<file path="src/hdl/assert_macros.svh">
// Assertion macros shared by the stepper controller RTL.
// No dependencies; included by the modules that carry assertions.
`ifndef ASSERT_MACROS_SVH
`define ASSERT_MACROS_SVH

// Clocked property check, disabled while reset is asserted.
`define ASSERT_AT(lbl, clk, rstn, prop, msg) \
  lbl: assert property (@(posedge clk) disable iff (!rstn) (prop)) else $error(msg);

// Condition that must never be true while out of reset.
`define ASSERT_NEVER(lbl, clk, rstn, expr, msg) \
  `ASSERT_AT(lbl, clk, rstn, !(expr), msg)

`endif

</file>
<file path="src/hdl/sspc_pkg.sv">
// Shared types and constants of the stepper speed/position controller.
// No dependencies; used by every module of the block.
package sspc_pkg;

  localparam int unsigned MOTORS    = 3;
  localparam int unsigned MotorIdxW = (MOTORS > 1) ? $clog2(MOTORS) : 1;
  localparam int unsigned DivW      = 32;
  localparam int unsigned StepW     = 21;
  localparam int unsigned DivCntW   = $clog2(DivW);

  localparam logic [2:0] REG_CLOCK_HZ    = 3'd0;
  localparam logic [2:0] REG_MIN_PERIOD  = 3'd1;
  localparam logic [2:0] REG_MAX_PERIOD  = 3'd2;
  localparam logic [2:0] REG_DEADBAND    = 3'd3;
  localparam logic [2:0] REG_MOVE_SPEED  = 3'd4;
  localparam logic [2:0] REG_INVERT_MASK = 3'd5;

  localparam logic [31:0] RstClockHz   = 32'd10000000;
  localparam logic [15:0] RstMinPeriod = 16'd800;
  localparam logic [15:0] RstMaxPeriod = 16'd65535;
  localparam logic [15:0] RstDeadband  = 16'd15;
  localparam logic [22:0] RstMoveSpeed = 23'd7680;
  localparam logic [2:0]  RstInvMask   = 3'd6;
  localparam logic [15:0] RstPeriod    = 16'd65535;

  typedef enum logic [1:0] {
    FUNC_VELOCITY = 2'd0,
    FUNC_MOVE     = 2'd1,
    FUNC_PULSE    = 2'd2
  } func_e;

  typedef struct packed {
    logic [31:0] clock_hz;
    logic [15:0] min_period;
    logic [15:0] max_period;
    logic [15:0] deadband_q8;
    logic [22:0] move_speed_q8;
    logic [2:0]  invert_mask;
  } cfg_t;

  typedef struct packed {
    logic busy;
    logic done;
  } div_sts_t;

endpackage

</file>
<file path="src/hdl/sspc_cfg.sv">
// APB configuration registers of the stepper controller.
// Depends on sspc_pkg for the register map and the cfg_t bundle.
module sspc_cfg (
  input  logic              clk_i,
  input  logic              rst_ni,
  input  logic              psel,
  input  logic              penable,
  input  logic              pwrite,
  input  logic [4:0]        paddr,
  input  logic [31:0]       pwdata,
  output logic [31:0]       prdata,
  output logic              pready,
  output sspc_pkg::cfg_t    cfg_o
);

  sspc_pkg::cfg_t cfg_q;
  logic [2:0]     idx;
  logic           wr_en;

  assign idx    = paddr[4:2];
  assign wr_en  = psel && penable && pwrite;
  assign pready = 1'b1;
  assign cfg_o  = cfg_q;

  always_ff @(posedge clk_i or negedge rst_ni) begin
    if (!rst_ni) begin
      cfg_q.clock_hz      <= sspc_pkg::RstClockHz;
      cfg_q.min_period    <= sspc_pkg::RstMinPeriod;
      cfg_q.max_period    <= sspc_pkg::RstMaxPeriod;
      cfg_q.deadband_q8   <= sspc_pkg::RstDeadband;
      cfg_q.move_speed_q8 <= sspc_pkg::RstMoveSpeed;
      cfg_q.invert_mask   <= sspc_pkg::RstInvMask;
    end else if (wr_en) begin
      unique case (idx)
        sspc_pkg::REG_CLOCK_HZ:    cfg_q.clock_hz      <= pwdata;
        sspc_pkg::REG_MIN_PERIOD:  cfg_q.min_period    <= pwdata[15:0];
        sspc_pkg::REG_MAX_PERIOD:  cfg_q.max_period    <= pwdata[15:0];
        sspc_pkg::REG_DEADBAND:    cfg_q.deadband_q8   <= pwdata[15:0];
        sspc_pkg::REG_MOVE_SPEED:  cfg_q.move_speed_q8 <= pwdata[22:0];
        sspc_pkg::REG_INVERT_MASK: cfg_q.invert_mask   <= pwdata[2:0];
        default: ;
      endcase
    end
  end

  always_comb begin
    unique case (idx)
      sspc_pkg::REG_CLOCK_HZ:    prdata = cfg_q.clock_hz;
      sspc_pkg::REG_MIN_PERIOD:  prdata = 32'(cfg_q.min_period);
      sspc_pkg::REG_MAX_PERIOD:  prdata = 32'(cfg_q.max_period);
      sspc_pkg::REG_DEADBAND:    prdata = 32'(cfg_q.deadband_q8);
      sspc_pkg::REG_MOVE_SPEED:  prdata = 32'(cfg_q.move_speed_q8);
      sspc_pkg::REG_INVERT_MASK: prdata = 32'(cfg_q.invert_mask);
      default:                   prdata = 32'd0;
    endcase
  end

endmodule

</file>
<file path="src/hdl/sspc_serdiv.sv">
// Bit-serial restoring divider, one quotient bit per clock.
// Depends on sspc_pkg for widths; includes assert_macros.svh.
`include "assert_macros.svh"
module sspc_serdiv (
  input  logic                             clk_i,
  input  logic                             rst_ni,
  input  logic                             start_i,
  input  logic [sspc_pkg::DivW-1:0]        dividend_i,
  input  logic [sspc_pkg::StepW-1:0]       divisor_i,
  output logic [sspc_pkg::DivW-1:0]        quotient_o,
  output sspc_pkg::div_sts_t               sts_o
);

  logic [sspc_pkg::DivW-1:0]    quo_q;
  logic [sspc_pkg::StepW-1:0]   rem_q;
  logic [sspc_pkg::StepW-1:0]   dvs_q;
  logic [sspc_pkg::DivCntW-1:0] cnt_q;
  logic                         busy_q;
  logic                         done_q;
  logic [sspc_pkg::StepW:0]     trial;
  logic [sspc_pkg::StepW:0]     diff;
  logic                         fits;

  assign trial = {rem_q, quo_q[sspc_pkg::DivW-1]};
  assign fits  = trial >= {1'b0, dvs_q};
  assign diff  = trial - {1'b0, dvs_q};

  always_ff @(posedge clk_i or negedge rst_ni) begin
    if (!rst_ni) begin
      quo_q  <= '0;
      rem_q  <= '0;
      dvs_q  <= '0;
      cnt_q  <= '0;
      busy_q <= 1'b0;
      done_q <= 1'b0;
    end else begin
      done_q <= 1'b0;
      if (start_i) begin
        quo_q  <= dividend_i;
        rem_q  <= '0;
        dvs_q  <= divisor_i;
        cnt_q  <= '0;
        busy_q <= 1'b1;
      end else if (busy_q) begin
        quo_q <= {quo_q[sspc_pkg::DivW-2:0], fits};
        rem_q <= fits ? diff[sspc_pkg::StepW-1:0] : trial[sspc_pkg::StepW-1:0];
        cnt_q <= cnt_q + 1'b1;
        if (cnt_q == sspc_pkg::DivCntW'(sspc_pkg::DivW - 1)) begin
          busy_q <= 1'b0;
          done_q <= 1'b1;
        end
      end
    end
  end

  assign quotient_o = quo_q;
  assign sts_o.busy = busy_q;
  assign sts_o.done = done_q;

  `ASSERT_NEVER(a_start_while_busy, clk_i, rst_ni, start_i && busy_q, "divider restarted mid-run")
  `ASSERT_AT(a_done_follows_run, clk_i, rst_ni, done_q |-> $past(busy_q), "done without a run")
  `ASSERT_AT(a_done_single, clk_i, rst_ni, done_q |=> !done_q || $past(start_i), "done held")

endmodule

</file>
<file path="src/hdl/stepper_speed_position_controller_core.sv">
// Step/direction rate controller for three stepper motors with one shared bit-serial divider.
// A velocity command runs two divisions: a division by 9 converts Q8 degrees to steps, then
// a second division turns the clock into the period.
// A move runs one conversion, and when it starts an idle motor a second conversion
// of the move speed and the period division follow. Step events, dead-band commands and
// unused codes skip the divider and pass from the decode state to the report state. The
// divider is the pacing unit; one item is processed at a time, and the next beat is taken while
// the finished result waits in the output register.
// Depends on sspc_pkg, sspc_cfg, sspc_serdiv and assert_macros.svh.
`include "assert_macros.svh"
module stepper_speed_position_controller_core (
  input  logic         clk_i,
  input  logic         rst_ni,
  input  logic         s_axis_tvalid,
  output logic         s_axis_tready,
  input  logic [55:0]  s_axis_tdata,   // speed_q8[23:0], angle_q8[47:24], move_dir[48], pad
  input  logic [3:0]   s_axis_tuser,   // func[1:0], motor[3:2]
  output logic         m_axis_tvalid,
  input  logic         m_axis_tready,
  output logic [103:0] m_axis_tdata,   // period[15:0], compare[30:16], dir_pin[31],
                                       // timer_on[32], steps_left[64:33],
                                       // pulse_count[96:65], stopped_now[97], pad
  output logic [1:0]   m_axis_tuser,   // motor_out[1:0]
  input  logic         psel,
  input  logic         penable,
  input  logic         pwrite,
  input  logic [4:0]   paddr,
  input  logic [31:0]  pwdata,
  output logic [31:0]  prdata,
  output logic         pready
);

  typedef enum logic [2:0] {
    S_IDLE, S_DECIDE, S_CONV, S_FREQ, S_MOVE, S_REPORT
  } state_e;

  localparam int unsigned MW = sspc_pkg::MotorIdxW;

  sspc_pkg::cfg_t     cfg;
  sspc_pkg::div_sts_t div_sts;
  logic [sspc_pkg::DivW-1:0]  div_quo;
  logic                       div_start;
  logic [sspc_pkg::DivW-1:0]  div_dividend;
  logic [sspc_pkg::StepW-1:0] div_divisor;

  state_e      state_q;
  logic [1:0]  func_q;
  logic [1:0]  motor_q;
  logic [23:0] speed_q;
  logic [23:0] angle_q;
  logic        mdir_q;
  logic        was_on_q;
  logic        conv_move_q;
  logic [sspc_pkg::StepW-1:0] steps_q;

  logic [31:0] rem_q  [sspc_pkg::MOTORS];
  logic [31:0] cnt_q  [sspc_pkg::MOTORS];
  logic        vrun_q [sspc_pkg::MOTORS];
  logic        ton_q  [sspc_pkg::MOTORS];
  logic [15:0] per_q  [sspc_pkg::MOTORS];
  logic        dir_q  [sspc_pkg::MOTORS];

  logic         m_valid_q;
  logic [103:0] m_data_q;
  logic [1:0]   m_user_q;

  logic          motor_ok;
  logic [MW-1:0] midx;
  logic          neg;
  logic [23:0]   mag;
  logic          in_band;
  logic [7:0]    inv8;
  logic          vel_dir;
  logic [23:0]   conv_in;
  logic [26:0]   conv_x5;
  logic [sspc_pkg::StepW-1:0] freq;
  logic [15:0]   per_hi;
  logic [15:0]   per_new;
  logic [32:0]   sum33;
  logic [31:0]   sum;
  logic          out_ok;
  logic [103:0]  rep_data;

  sspc_cfg u_cfg (
    .clk_i   (clk_i),
    .rst_ni  (rst_ni),
    .psel    (psel),
    .penable (penable),
    .pwrite  (pwrite),
    .paddr   (paddr),
    .pwdata  (pwdata),
    .prdata  (prdata),
    .pready  (pready),
    .cfg_o   (cfg)
  );

  sspc_serdiv u_div (
    .clk_i      (clk_i),
    .rst_ni     (rst_ni),
    .start_i    (div_start),
    .dividend_i (div_dividend),
    .divisor_i  (div_divisor),
    .quotient_o (div_quo),
    .sts_o      (div_sts)
  );

  always_comb begin
    motor_ok = 32'(motor_q) < sspc_pkg::MOTORS;
    midx     = motor_ok ? MW'(motor_q) : '0;
    neg      = speed_q[23];
    mag      = neg ? (~speed_q + 24'd1) : speed_q;
    in_band  = mag <= 24'(cfg.deadband_q8);
    inv8     = 8'(cfg.invert_mask);
    vel_dir  = !neg ^ inv8[3'(midx)];

    if (state_q == S_MOVE) begin
      conv_in = 24'(cfg.move_speed_q8);
    end else if (func_q == sspc_pkg::FUNC_MOVE) begin
      conv_in = angle_q;
    end else begin
      conv_in = mag;
    end
    conv_x5 = {1'b0, conv_in, 2'b00} + 27'(conv_in);

    freq = (div_quo == '0) ? sspc_pkg::StepW'(1) : div_quo[sspc_pkg::StepW-1:0];
    if (state_q == S_CONV) begin
      div_dividend = cfg.clock_hz;
      div_divisor  = freq;
    end else begin
      div_dividend = 32'(conv_x5[26:3]);
      div_divisor  = sspc_pkg::StepW'(9);
    end

    per_hi  = (div_quo > 32'(cfg.max_period)) ? cfg.max_period : div_quo[15:0];
    per_new = (per_hi < cfg.min_period) ? cfg.min_period : per_hi;

    sum33 = {1'b0, rem_q[midx]} + 33'(steps_q);
    sum   = sum33[32] ? '1 : sum33[31:0];

    div_start = 1'b0;
    unique case (state_q)
      S_DECIDE: div_start = motor_ok &&
                            ((func_q == sspc_pkg::FUNC_VELOCITY && !in_band) ||
                             func_q == sspc_pkg::FUNC_MOVE);
      S_CONV:   div_start = div_sts.done && !conv_move_q;
      S_MOVE:   div_start = (sum != '0) && (rem_q[midx] == '0);
      default:  div_start = 1'b0;
    endcase

    out_ok = !m_valid_q || m_axis_tready;
    if (motor_ok) begin
      rep_data = {6'b0, was_on_q && !ton_q[midx], cnt_q[midx], rem_q[midx], ton_q[midx],
                  dir_q[midx], per_q[midx][15:1], per_q[midx]};
    end else begin
      rep_data = '0;
    end
  end

  assign s_axis_tready = (state_q == S_IDLE);
  assign m_axis_tvalid = m_valid_q;
  assign m_axis_tdata  = m_data_q;
  assign m_axis_tuser  = m_user_q;

  always_ff @(posedge clk_i or negedge rst_ni) begin
    if (!rst_ni) begin
      state_q     <= S_IDLE;
      func_q      <= '0;
      motor_q     <= '0;
      speed_q     <= '0;
      angle_q     <= '0;
      mdir_q      <= 1'b0;
      was_on_q    <= 1'b0;
      conv_move_q <= 1'b0;
      steps_q     <= '0;
      m_valid_q   <= 1'b0;
      m_data_q    <= '0;
      m_user_q    <= '0;
      for (int i = 0; i < sspc_pkg::MOTORS; i++) begin
        rem_q[i]  <= '0;
        cnt_q[i]  <= '0;
        vrun_q[i] <= 1'b0;
        ton_q[i]  <= 1'b0;
        per_q[i]  <= sspc_pkg::RstPeriod;
        dir_q[i]  <= 1'b1;
      end
    end else begin
      if (state_q == S_REPORT && out_ok) begin
        m_valid_q <= 1'b1;
      end else if (m_axis_tready) begin
        m_valid_q <= 1'b0;
      end
      unique case (state_q)
        S_IDLE: begin
          if (s_axis_tvalid) begin
            func_q  <= s_axis_tuser[1:0];
            motor_q <= s_axis_tuser[3:2];
            speed_q <= s_axis_tdata[23:0];
            angle_q <= s_axis_tdata[47:24];
            mdir_q  <= s_axis_tdata[48];
            state_q <= S_DECIDE;
          end
        end
        S_DECIDE: begin
          was_on_q <= motor_ok && ton_q[midx];
          state_q  <= S_REPORT;
          if (motor_ok) begin
            unique case (func_q)
              sspc_pkg::FUNC_VELOCITY: begin
                if (in_band) begin
                  if (vrun_q[midx]) begin
                    ton_q[midx]  <= 1'b0;
                    vrun_q[midx] <= 1'b0;
                  end
                end else begin
                  dir_q[midx] <= vel_dir;
                  if (!vrun_q[midx]) begin
                    ton_q[midx]  <= 1'b1;
                    vrun_q[midx] <= 1'b1;
                  end
                  conv_move_q <= 1'b0;
                  state_q     <= S_CONV;
                end
              end
              sspc_pkg::FUNC_MOVE: begin
                dir_q[midx] <= mdir_q;
                conv_move_q <= 1'b1;
                state_q     <= S_CONV;
              end
              sspc_pkg::FUNC_PULSE: begin
                cnt_q[midx] <= cnt_q[midx] + 32'd1;
                if (rem_q[midx] != '0) begin
                  rem_q[midx] <= rem_q[midx] - 32'd1;
                  if (rem_q[midx] == 32'd1) begin
                    ton_q[midx] <= 1'b0;
                  end
                end
              end
              default: ;
            endcase
          end
        end
        S_CONV: begin
          if (div_sts.done) begin
            if (conv_move_q) begin
              steps_q <= div_quo[sspc_pkg::StepW-1:0];
              state_q <= S_MOVE;
            end else begin
              state_q <= S_FREQ;
            end
          end
        end
        S_FREQ: begin
          if (div_sts.done) begin
            per_q[midx] <= per_new;
            state_q     <= S_REPORT;
          end
        end
        S_MOVE: begin
          rem_q[midx] <= sum;
          state_q     <= S_REPORT;
          if (sum != '0) begin
            ton_q[midx] <= 1'b1;
            if (rem_q[midx] == '0) begin
              conv_move_q <= 1'b0;
              state_q     <= S_CONV;
            end
          end
        end
        S_REPORT: begin
          if (out_ok) begin
            m_data_q <= rep_data;
            m_user_q <= motor_q;
            state_q  <= S_IDLE;
          end
        end
        default: state_q <= S_IDLE;
      endcase
    end
  end

  `ASSERT_NEVER(a_ready_while_dividing, clk_i, rst_ni, s_axis_tready && div_sts.busy, "ready during division")
  `ASSERT_AT(a_report_loads, clk_i, rst_ni, (state_q == S_REPORT && !m_valid_q) |=> m_valid_q, "result not loaded")
  `ASSERT_AT(a_stop_means_off, clk_i, rst_ni, (m_valid_q && m_data_q[97]) |-> !m_data_q[32], "stopped but running")

endmodule

</file>
<file path="config.mk">
export PLATFORM = sky130hd
export DESIGN_NAME = stepper_speed_position_controller_core
export DESIGN_NICKNAME = d
export VERILOG_FILES = /design/src/hdl/sspc_pkg.sv /design/src/hdl/sspc_cfg.sv /design/src/hdl/sspc_serdiv.sv /design/src/hdl/stepper_speed_position_controller_core.sv
export VERILOG_INCLUDE_DIRS = /design/src /design/src/hdl
export SDC_FILE = /design/constraint.sdc
export NUM_CORES = 1
export LEC_CHECK = 0
export BUFFER_PORTS_ARGS = -buffer_cell sky130_fd_sc_hd__buf_2
export CORE_UTILIZATION = 30
export CTS_BUF_LIST = sky130_fd_sc_hd__clkbuf_4
export DETAILED_ROUTE_END_ITERATION = 6
export GPL_ROUTABILITY_DRIVEN = 0
export HOLD_SLACK_MARGIN = 0.03
export MAX_ROUTING_LAYER = met4
export PLACE_DENSITY = 0.49
export SETUP_SLACK_MARGIN = 0.1
export SLEW_MARGIN = 20
export SYNTH_ARGS = -nofsm -noshare
export SYNTH_HDL_FRONTEND = slang
export SYNTH_SLANG_ARGS = --single-unit
</file>
<file path="constraint.sdc">
create_clock -name clk_i -period 5.88 [get_ports clk_i]
set_clock_uncertainty 0.05 [all_clocks]
set_input_delay 1.47 -clock clk_i [delete_from_list [all_inputs] [get_ports clk_i]]
set_output_delay 1.47 -clock clk_i [all_outputs]
set_load 0.005 [all_outputs]
</file>
==> flow_summary.yaml, run 1 <==
yosys:
  ys_types: 99
  synthesis.instances: 3458
  async_flop_share: 1.00
  synth.largest_area_cell: "dfrtp_1"
  ys_seq_elements: 601
  synth.avg_cell_area_um2: 9.89
  syn_area_mm2: 0.0342
  netlist_top_cells_area: "dfrtp_1 38%, mux2_2 8.5%, dfstp_2 6.8%, o21ai_0 5.4%, nand2_1 4.6%"
  synth_edf_count: 0
  yosys_warnings: 0
  yosysTopAreaCellShare: 0.376
  ys.flop_type: "dfrtp_1"
  seq_area_frac_synth: 0.443
critical_path:
  critPathBufInv: 6
  end_kind: "register"
  worst_setup_path_start_kind: "register"
  rr_startpoint: "motor_q[0]"
  cp_num_cells: 21
  crit_arrival_ps: 6330
  cp-startpoint: "motor_q[0]"
  cp.required_ps: 6760
  path_cells: "inv_1, ha_4, nor2b_4, buf_4, buf_4, buf_4, o2bb2ai_1, ha_1, a21o_1, a31oi_1, o21ai_0, a21oi_1, o21a_1, xnor2_1, nor4_1, and4_4, o31ai_4, buf_12, buf_12, a211oi_1, a31oi_1"
  r2r_slack_ps: 430
  critical-path-top-delay-family: "compound AO/OA/AOI/OAI gates"
  reg2reg_depth: 21
  crit_type: "reg2reg"
  crit_path_frequent_cell: "buf_4"
  critPathMaxFanout: 25
  max_stage_delay_ps: 440
  worstReg2RegEnd: "u_div.quotient_o[20]"
  slowest_stage: "dfrtp_1"
  worstSetupEndpoint: "u_div.quotient_o[20]"
cells_and_area:
  final_cell_mix: "512 x dfrtp_1, 415 x nand2_1, 368 x o21ai_0"
  final_util: 0.351
  final_common_cell: "dfrtp_1"
  synthToLayoutAreaGrowth_pct: 16.0
  final_nets: 4007
  drive_gt1_frac: 0.275
route:
  first_pass_iters: 5
  via_per_inst: 4.95
  dr_total_vias: 26900
  drtIter0Drc: 1638
  route.detailed.drc: 0
  routedWlPerCell_um: 19.5
  drt_wl_total_um: 106000
  antenna_left: 0
timing:
  tightest_slew_ps: 1070
  period_share: 0.927
  max_freq_ghz: 0.184
  setup_tns_ps: 0
  relSlewSlack: 0.286
  rsz0062_at_grt: "no"
  hold_viol: 0
  setup_violations: 0
  slew_viol_final: 0
  period_minus_slack_ps: 5450
floorplanning:
  die_w_um: 340
  num_io_pins: 245
  num_rows: 123
  initial_utilization: 0.303
  die_y_um: 340
  fp.dieArea_mm2: 0.115
  coreArea_mm2: 0.113
cts:
  cts_tree: "done"
  numCtsBuffers: 181
  cts_root_buf: "clkbuf_4"
  cts_max_level: 4
  cts_hold_buf: 0
  clk_latency_ps: 1120
  clkSinkCount: 601
  clockBufferDepth: 3
  clk_pin_slew_worst_paths_ps: 60
global_route:
  gr-total-overflow: 0
  grt_use_total: 0.190
  grt_pass1_vias: 26900
  grt_first_pass_wirelength_um: 164000
  grt_max_degree: 99
  antenna_found_initial: 10
outcome:
  outcome: "completed"
worst_hold_path:
  hold_class: "reg2reg"
place:
  post-dp-hpwl_um: 76800
  io_buffers: 228
run:
  drv_cap: 0
power_and_ir_drop:
  p_leak_nw: 18.2
  peakVddDrop_mv: 0.326
  cellPowerDensity_mw_per_mm2: 540
## through the flow
stage	instances	worst slack, ps	total power, mW	hold WS [ps]	cell area (um^2)
6_report	5432	432	21.4	424	39600
5_1_grt	5432	110	23.2	369	39600
4_1_cts	5411	127	21.6	284	39500
3_5_place_dp	5080	231	17.3	417	37200
3_3_place_gp	5080	255	17.2	411	37200
2_1_floorplan	3463	897	13.7	399	34200
## registers in the layout, indices dropped and copies added, names as in the netlist, 3 cells and up, named ones only
| signal | count |
|---|---|
| u_div.dvs_q | 21 |
| rem_q | 96 |
| per_q | 48 |
| speed_q | 24 |
| u_div.quotient_o | 32 |
| u_cfg.cfg_o | 106 |
| angle_q | 24 |
| steps_q | 21 |
| cnt_q | 96 |
| u_div.rem_q | 21 |
| dir_q | 3 |
| m_axis_tdata | 83 |
| state_q | 3 |
| u_div.cnt_q | 5 |
## per-layer routing
layer | GRT usage | vias to the layer above | share of wire
li1 | - | 13100 | -
met1 | 0.244 | 13000 | 0.46
met2 | 0.300 | 591 | 0.47
met3 | 0.0334 | 170 | 0.043
met4 | 0.0631 | 0 | 0.025
met5 | - | - | 0
## worst reg2reg max path, cell delays in order, from the launching register on
cell and delay, ps:
dfrtp_1 440, inv_1 150, ha_4 260, nor2b_4 250
buf_4 170, buf_4 180, buf_4 370, o2bb2ai_1 230
ha_1 300, a21o_1 210, a31oi_1 340, o21ai_0 150
a21oi_1 300, o21a_1 290, xnor2_1 120, nor4_1 370
and4_4 380, o31ai_4 100, buf_12 160, buf_12 170
a211oi_1 250, a31oi_1 70
## power breakdown
group | switching [mW] | total [mW] | internal [mW]
sequential | 0.849 | 6.02 | 5.17
combinational | 6.76 | 11.3 | 4.50
clock | 1.97 | 4.14 | 2.17
## cell type report
cell class | count | area (um^2)
multi-input combinational | 2524 | 17600
tap | 1500 | 1880
fill | 11700 | 73200
inverter | 119 | 447
clock inverter | 59 | 310
timing repair buffer | 349 | 2200
clock buffer | 272 | 2040
sequential | 601 | 15200
antenna | 8 | 20.0
## cell usage after synthesis, types with 41 or more instances
cell      count
nor2_1      202
nor3_1       46
a21oi_1     166
a22o_1       50
ha_1        124
mux2i_1     147
dfrtp_1     513
nand3_1      41
inv_1       119
a21o_1       41
mux2_2      257
xnor2_1      87
nand2_1     418
xor2_1       44
clkbuf_1    122
o21ai_0     369
dfstp_2      88
## worst min-delay path by stage
stage / cells after the start / from / end / slack (ps)
final: 2 / m_axis_tdata[0] / m_axis_tdata[0] / 420
after global routing: 1 / rst_ni / m_axis_tdata[22] / 370
after CTS: 1 / rst_ni / m_axis_tdata[54] / 280
after detailed placement: 2 / m_axis_tdata[0] / m_axis_tdata[0] / 420
after global placement: 2 / rem_q[72] / rem_q[72] / 410
after floorplan: 2 / cnt_q[64] / cnt_q[64] / 400
## cell families after synthesis
family                   count (synthesis)  synth area share
AND/OR/NAND/NOR                        928             0.126
AO/OA/AOI/OAI                          918             0.174
flip-flops                             601             0.443
multiplexers                           413             0.131
buffers and inverters                  338            0.0455
XOR/XNOR                               131            0.0336
adder cells (fa/ha/maj)                127            0.0471
other                                    2          0.000220
## repair_timing
item | in CTS | in global routing
buffers inserted | 0 | 13
setup endpoints to repair | 0 | 75
endpoints found under the hold margin | 0 | 0
resized for setup | 0 | 1
No activity file was read; power rests on OpenSTA's default activity.
==> inputs of run 2 (changes only) <==
CORE_MARGIN = 2   (was default)
==> run 2 against run 1 <==
Net effect:
- wire length is 1.2% higher
- combinational power hardly changed
- cell count is 0.17% lower
- via count rose by 0.58%
- critical path depth fell by 2
- global-route usage down 0.089 points
- clock power about the same
- count of clock-buffer cells in the layout shrank 13
- register-to-register slack better by 20 ps
- sequential power barely moved
- utilization hardly changed
- die area up 1.2%
- critical endpoint is now u_div.quotient_o[11]
- largest cell class unchanged
==> flow_summary.yaml, run 2 (synthesis gave the netlist of run 1 again) <==
outcome:
  outcome: "completed"
timing:
  max_freq_ghz: 0.184
  tightest_slew_ps: 1140
  rsz0062_at_grt: "no"
  setup_violations: 0
  setup_tns_ps: 0
  period_minus_slack_ps: 5420
  hold_viol: 0
  whs_ps: 424
  relSlewSlack: 0.240
  slew_viol_final: 0
  period_share: 0.922
route:
  via_per_inst: 4.99
  antenna_left: 0
  drtIter0Drc: 1521
  first_pass_iters: 5
  route.detailed.drc: 0
  routedWlPerCell_um: 19.7
  dr_total_vias: 27100
  drt_wl_total_um: 107000
cells_and_area:
  regArea_mm2: 0.0152
  synthToLayoutAreaGrowth_pct: 16.0
  final_cell_mix: "512 x dfrtp_1, 415 x nand2_1, 369 x o21ai_0"
  multi_input_area_mm2: 0.0176
  fin_cells: 5423
  largest_reg_flops: 106
  drive_gt1_frac: 0.275
  final_common_cell: "dfrtp_1"
  nFillCells: 11700
  final_nets: 4011
  stdcell_area_mm2: 0.0397
power_and_ir_drop:
  peakVddDrop_mv: 0.323
  p_leak_nw: 18.2
  cellPowerDensity_mw_per_mm2: 542
run:
  drv_cap: 0
cts:
  numCtsBuffers: 177
  clockBufferDepth: 3
  clk_pin_slew_worst_paths_ps: 60
  cts_tree: "done"
  clkSinkCount: 601
  cts_root_buf: "clkbuf_4"
  cts_max_level: 4
  clk_latency_ps: 1140
global_route:
  grt_pass1_vias: 27000
  grt_max_degree: 130
  grt_use_total: 0.189
  grt_first_pass_wirelength_um: 165000
  gr-total-overflow: 0
  antenna_found_initial: 6
floorplanning:
  initial_utilization: 0.303
  die_y_um: 342
  fp.dieArea_mm2: 0.117
  num_io_pins: 245
  die_w_um: 342
  coreArea_mm2: 0.113
  num_rows: 123
worst_hold_path:
  min_to: "m_axis_tdata[0]"
  min-delay-start: "m_axis_tdata[0]"
  hold_class: "reg2reg"
  hold_path_depth: 2
critical_path:
  reg2reg_depth: 19
  end_kind: "register"
  worstReg2RegEnd: "u_div.quotient_o[11]"
  cp.required_ps: 6840
  r2r_slack_ps: 460
  crit_arrival_ps: 6380
  rr_startpoint: "motor_q[0]"
  critPathMaxFanout: 17
  crit_type: "reg2reg"
  worst_setup_path_start_kind: "register"
place:
  post-dp-hpwl_um: 77100
  dpl-instance-area_mm2: 0.0372
  io_buffers: 228
  dp_cells: 5088
==> run 2: what timing repair did <==
action,in CTS,in global routing
hold buffers,0,0
gates resized for setup,0,2
setup endpoints to repair,0,116
setup buffers,0,13
==> run 2: cell type report <==
cell class / count / share of cell area
antenna: 8 / 0.000505
clock buffer: 259 / 0.0490
clock inverter: 55 / 0.00893
inverter: 119 / 0.0113
multi-input combinational: 2524 / 0.444
sequential: 601 / 0.382
tap: 1500 / 0.0473
timing repair buffer: 357 / 0.0569
==> run 2: worst max-delay path: stages, from the launching register on <==
cell and delay (ps):
dfrtp_1 430, inv_1 140, ha_4 260, nor2b_4 250
buf_4 160, buf_4 190, o2bb2ai_1 200, ha_1 340
and4_1 240, and3_1 190, a2111o_1 380, or3_1 360
a2111oi_2 390, o2111ai_1 200, nor4_1 360, and4_4 400
o31a_4 320, buf_4 280, a311oi_1 80, a21oi_1 170
==> run 2: per-layer routing <==
metal / part of all wire / vias up / global-route usage
li1: - / 13100 / -
met3: 0.042 / 185 / 0.0313
met5: 0 / - / -
met2: 0.48 / 634 / 0.304
met1: 0.45 / 13100 / 0.240
met4: 0.028 / 0 / 0.0639
==> run 2: worst max-delay path by stage <==
stage          cells past startpoint             from  slack, ps                    to
2_1_floorplan                     23       motor_q[1]        900  u_div.quotient_o[10]
3_3_place_gp                      21       motor_q[0]        180       u_div.dvs_q[19]
3_5_place_dp                      21       motor_q[0]        160       u_div.dvs_q[18]
4_1_cts                           21       motor_q[0]        220       u_div.dvs_q[18]
5_1_grt                           23  u_cfg.cfg_o[55]        120             per_q[36]
6_report                          19       motor_q[0]        460  u_div.quotient_o[11]
==> run 2: metrics by stage <==
step	util	power, mW	worst slack (ps)
after detailed placement	0.330	17.3	158
after global placement	0.330	17.2	183
final	0.352	21.5	456
after floorplan	-	13.7	897
after global routing	0.352	23.3	117
after CTS	0.350	21.6	225
==> run 2: power by group <==
group	leakage [nW]	internal [mW]	switching [mW]	total, mW
logic	9.30	4.53	6.82	11.3
clock network	1.35	2.16	1.96	4.12
registers	7.58	5.18	0.842	6.02
==> inputs of run 3 (changes only) <==
PLACE_DENSITY = 0.45   (was 0.49)
==> run 3 against run 2 <==
Net effect:
- utilization shrank 0.063 points
- flip-flop and latch count did not move
- first-iteration DRC count is 2.6% lower
- largest power group unchanged
- design area down 0.18%
==> flow_summary.yaml, run 3 (synthesis gave the netlist of run 1 again) <==
timing:
  relSlewSlack: 0.339
  period_minus_slack_ps: 5550
  hold_viol: 0
  period_share: 0.944
  whs_ps: 278
  slew_viol_final: 0
  max_freq_ghz: 0.180
  rsz0062_at_grt: "yes"
  tightest_slew_ps: 992
  fin_ws_ps: 328
  setup_tns_ps: 0
  setup_violations: 0
critical_path:
  crit_arrival_ps: 6430
  crit_type: "reg2reg"
  max_stage_delay_ps: 440
  rr_startpoint: "motor_q[0]"
  slowest_stage: "dfrtp_1"
  r2r_slack_ps: 330
  end_kind: "register"
  cp.required_ps: 6760
  path_cells: "inv_1, ha_4, buf_4, mux2i_1, nor2_1, a21oi_1, inv_1, ha_1, and4_1, and3_1, a2111o_1, or3_1, a2111oi_2, o2111ai_1, nor4_2, and4_4, o31ai_4, buf_12, buf_4, a211oi_1, a31oi_1"
  worst_setup_path_start_kind: "register"
  critical-path-top-delay-family: "compound AO/OA/AOI/OAI gates"
  critPathMaxFanout: 11
  reg2reg_depth: 21
  critPathBufInv: 5
  worstReg2RegEnd: "u_div.quotient_o[8]"
global_route:
  grt_first_pass_wirelength_um: 169000
  grt_max_degree: 146
  gr-total-overflow: 0
  antenna_found_initial: 5
  grt_use_total: 0.194
  grt_pass1_vias: 27100
power_and_ir_drop:
  switchingPower_mw: 9.74
  p_clk_frac: 0.196
  p_leak_nw: 18.1
  combPwrFrac: 0.526
  p_int_mw: 11.9
  p_seq_frac: 0.278
  p_sw_frac: 0.451
  cellPowerDensity_mw_per_mm2: 546
  peakVddDrop_mv: 0.248
  total_power_mw: 21.6
cts:
  cts_max_level: 4
  clockBufferDepth: 3
  numCtsBuffers: 181
  clk_latency_ps: 1110
  cts_tree: "done"
  clk_pin_slew_worst_paths_ps: 70
  clkSinkCount: 601
  cts_root_buf: "clkbuf_4"
place:
  post-dp-hpwl_um: 77800
  dp_slack_ps: 199
  dp_cells: 5065
  io_buffers: 228
route:
  drtIter0Drc: 1481
  drt_wl_total_um: 110000
  via_per_inst: 4.96
  route.detailed.drc: 0
  dr_total_vias: 26900
  routedWlPerCell_um: 20.4
  first_pass_iters: 5
  antenna_left: 0
cells_and_area:
  synthToLayoutAreaGrowth_pct: 15.8
  drive_gt1_frac: 0.272
  final_common_cell: "dfrtp_1"
  final_cell_mix: "512 x dfrtp_1, 415 x nand2_1, 367 x o21ai_0"
  fin_cells: 5417
  largest_reg_flops: 106
  final_nets: 3986
floorplanning:
  coreArea_mm2: 0.113
  initial_utilization: 0.303
  die_w_um: 342
  die_y_um: 342
  fp.dieArea_mm2: 0.117
  num_io_pins: 245
  num_rows: 123
worst_hold_path:
  hold_class: "in2async"
run:
  drv_cap: 0
outcome:
  outcome: "completed"
run 3: layout make-up:
class                   instances  area (um^2)
well taps                    1500         1880
inverters                     119          447
repair buffers                327         2060
flip-flops and latches        601        15200
clock inverters                61          349
fillers                     11900        73200
diodes                         11         27.5
multi-input cells            2525        17600
clock buffers                 273         2050
run 3: worst max path at each step:
stage	startpoint	end	slack (ps)	cells past startpoint
final	motor_q[0]	u_div.quotient_o[8]	330	21
after global routing	motor_q[0]	u_div.quotient_o[2]	100	19
after CTS	motor_q[1]	u_div.quotient_o[11]	150	17
after detailed placement	motor_q[1]	u_div.quotient_o[26]	200	17
after global placement	motor_q[0]	u_div.quotient_o[26]	270	17
after floorplan	motor_q[1]	u_div.quotient_o[10]	900	23
run 3: through the flow:
step	util	area (um^2)
6_report	0.351	39600
3_3_place_gp	0.329	37100
2_1_floorplan	-	34200
3_5_place_dp	0.329	37100
5_1_grt	0.351	39600
4_1_cts	0.350	39500
run 3: power by group through the flow:
stage	combinational [mW]	sequential, mW	clock (mW)
3_3_place_gp	11.3	6.08	0
6_report	11.4	6.00	4.25
2_1_floorplan	7.95	5.76	0
5_1_grt	12.6	6.15	4.69
4_1_cts	11.3	6.02	4.45
3_5_place_dp	11.3	6.09	0
run 3: routing by layer:
| layer | GRT usage | up-vias | share of wire |
|---|---|---|---|
| li1 | - | 13100 | - |
| met1 | 0.254 | 13100 | 0.47 |
| met2 | 0.311 | 531 | 0.48 |
| met3 | 0.0301 | 149 | 0.037 |
| met4 | 0.0555 | 0 | 0.020 |
| met5 | - | - | 0 |
run 3: timing repair:
| action | CTS | global route |
|---|---|---|
| gates resized for setup | 0 | 9 |
| hold buffers | 0 | 0 |
| setup buffers | 0 | 6 |
| setup endpoints to repair | 0 | 81 |
run 3: worst reg2reg max path: cells and delay by family (launching register included):
kind,cells,cell delay [ps]
fa+ha+maj,2,680
compound gates,7,1620
flops,1,440
simple gates,6,1480
mux,1,230
buf+inv,5,880
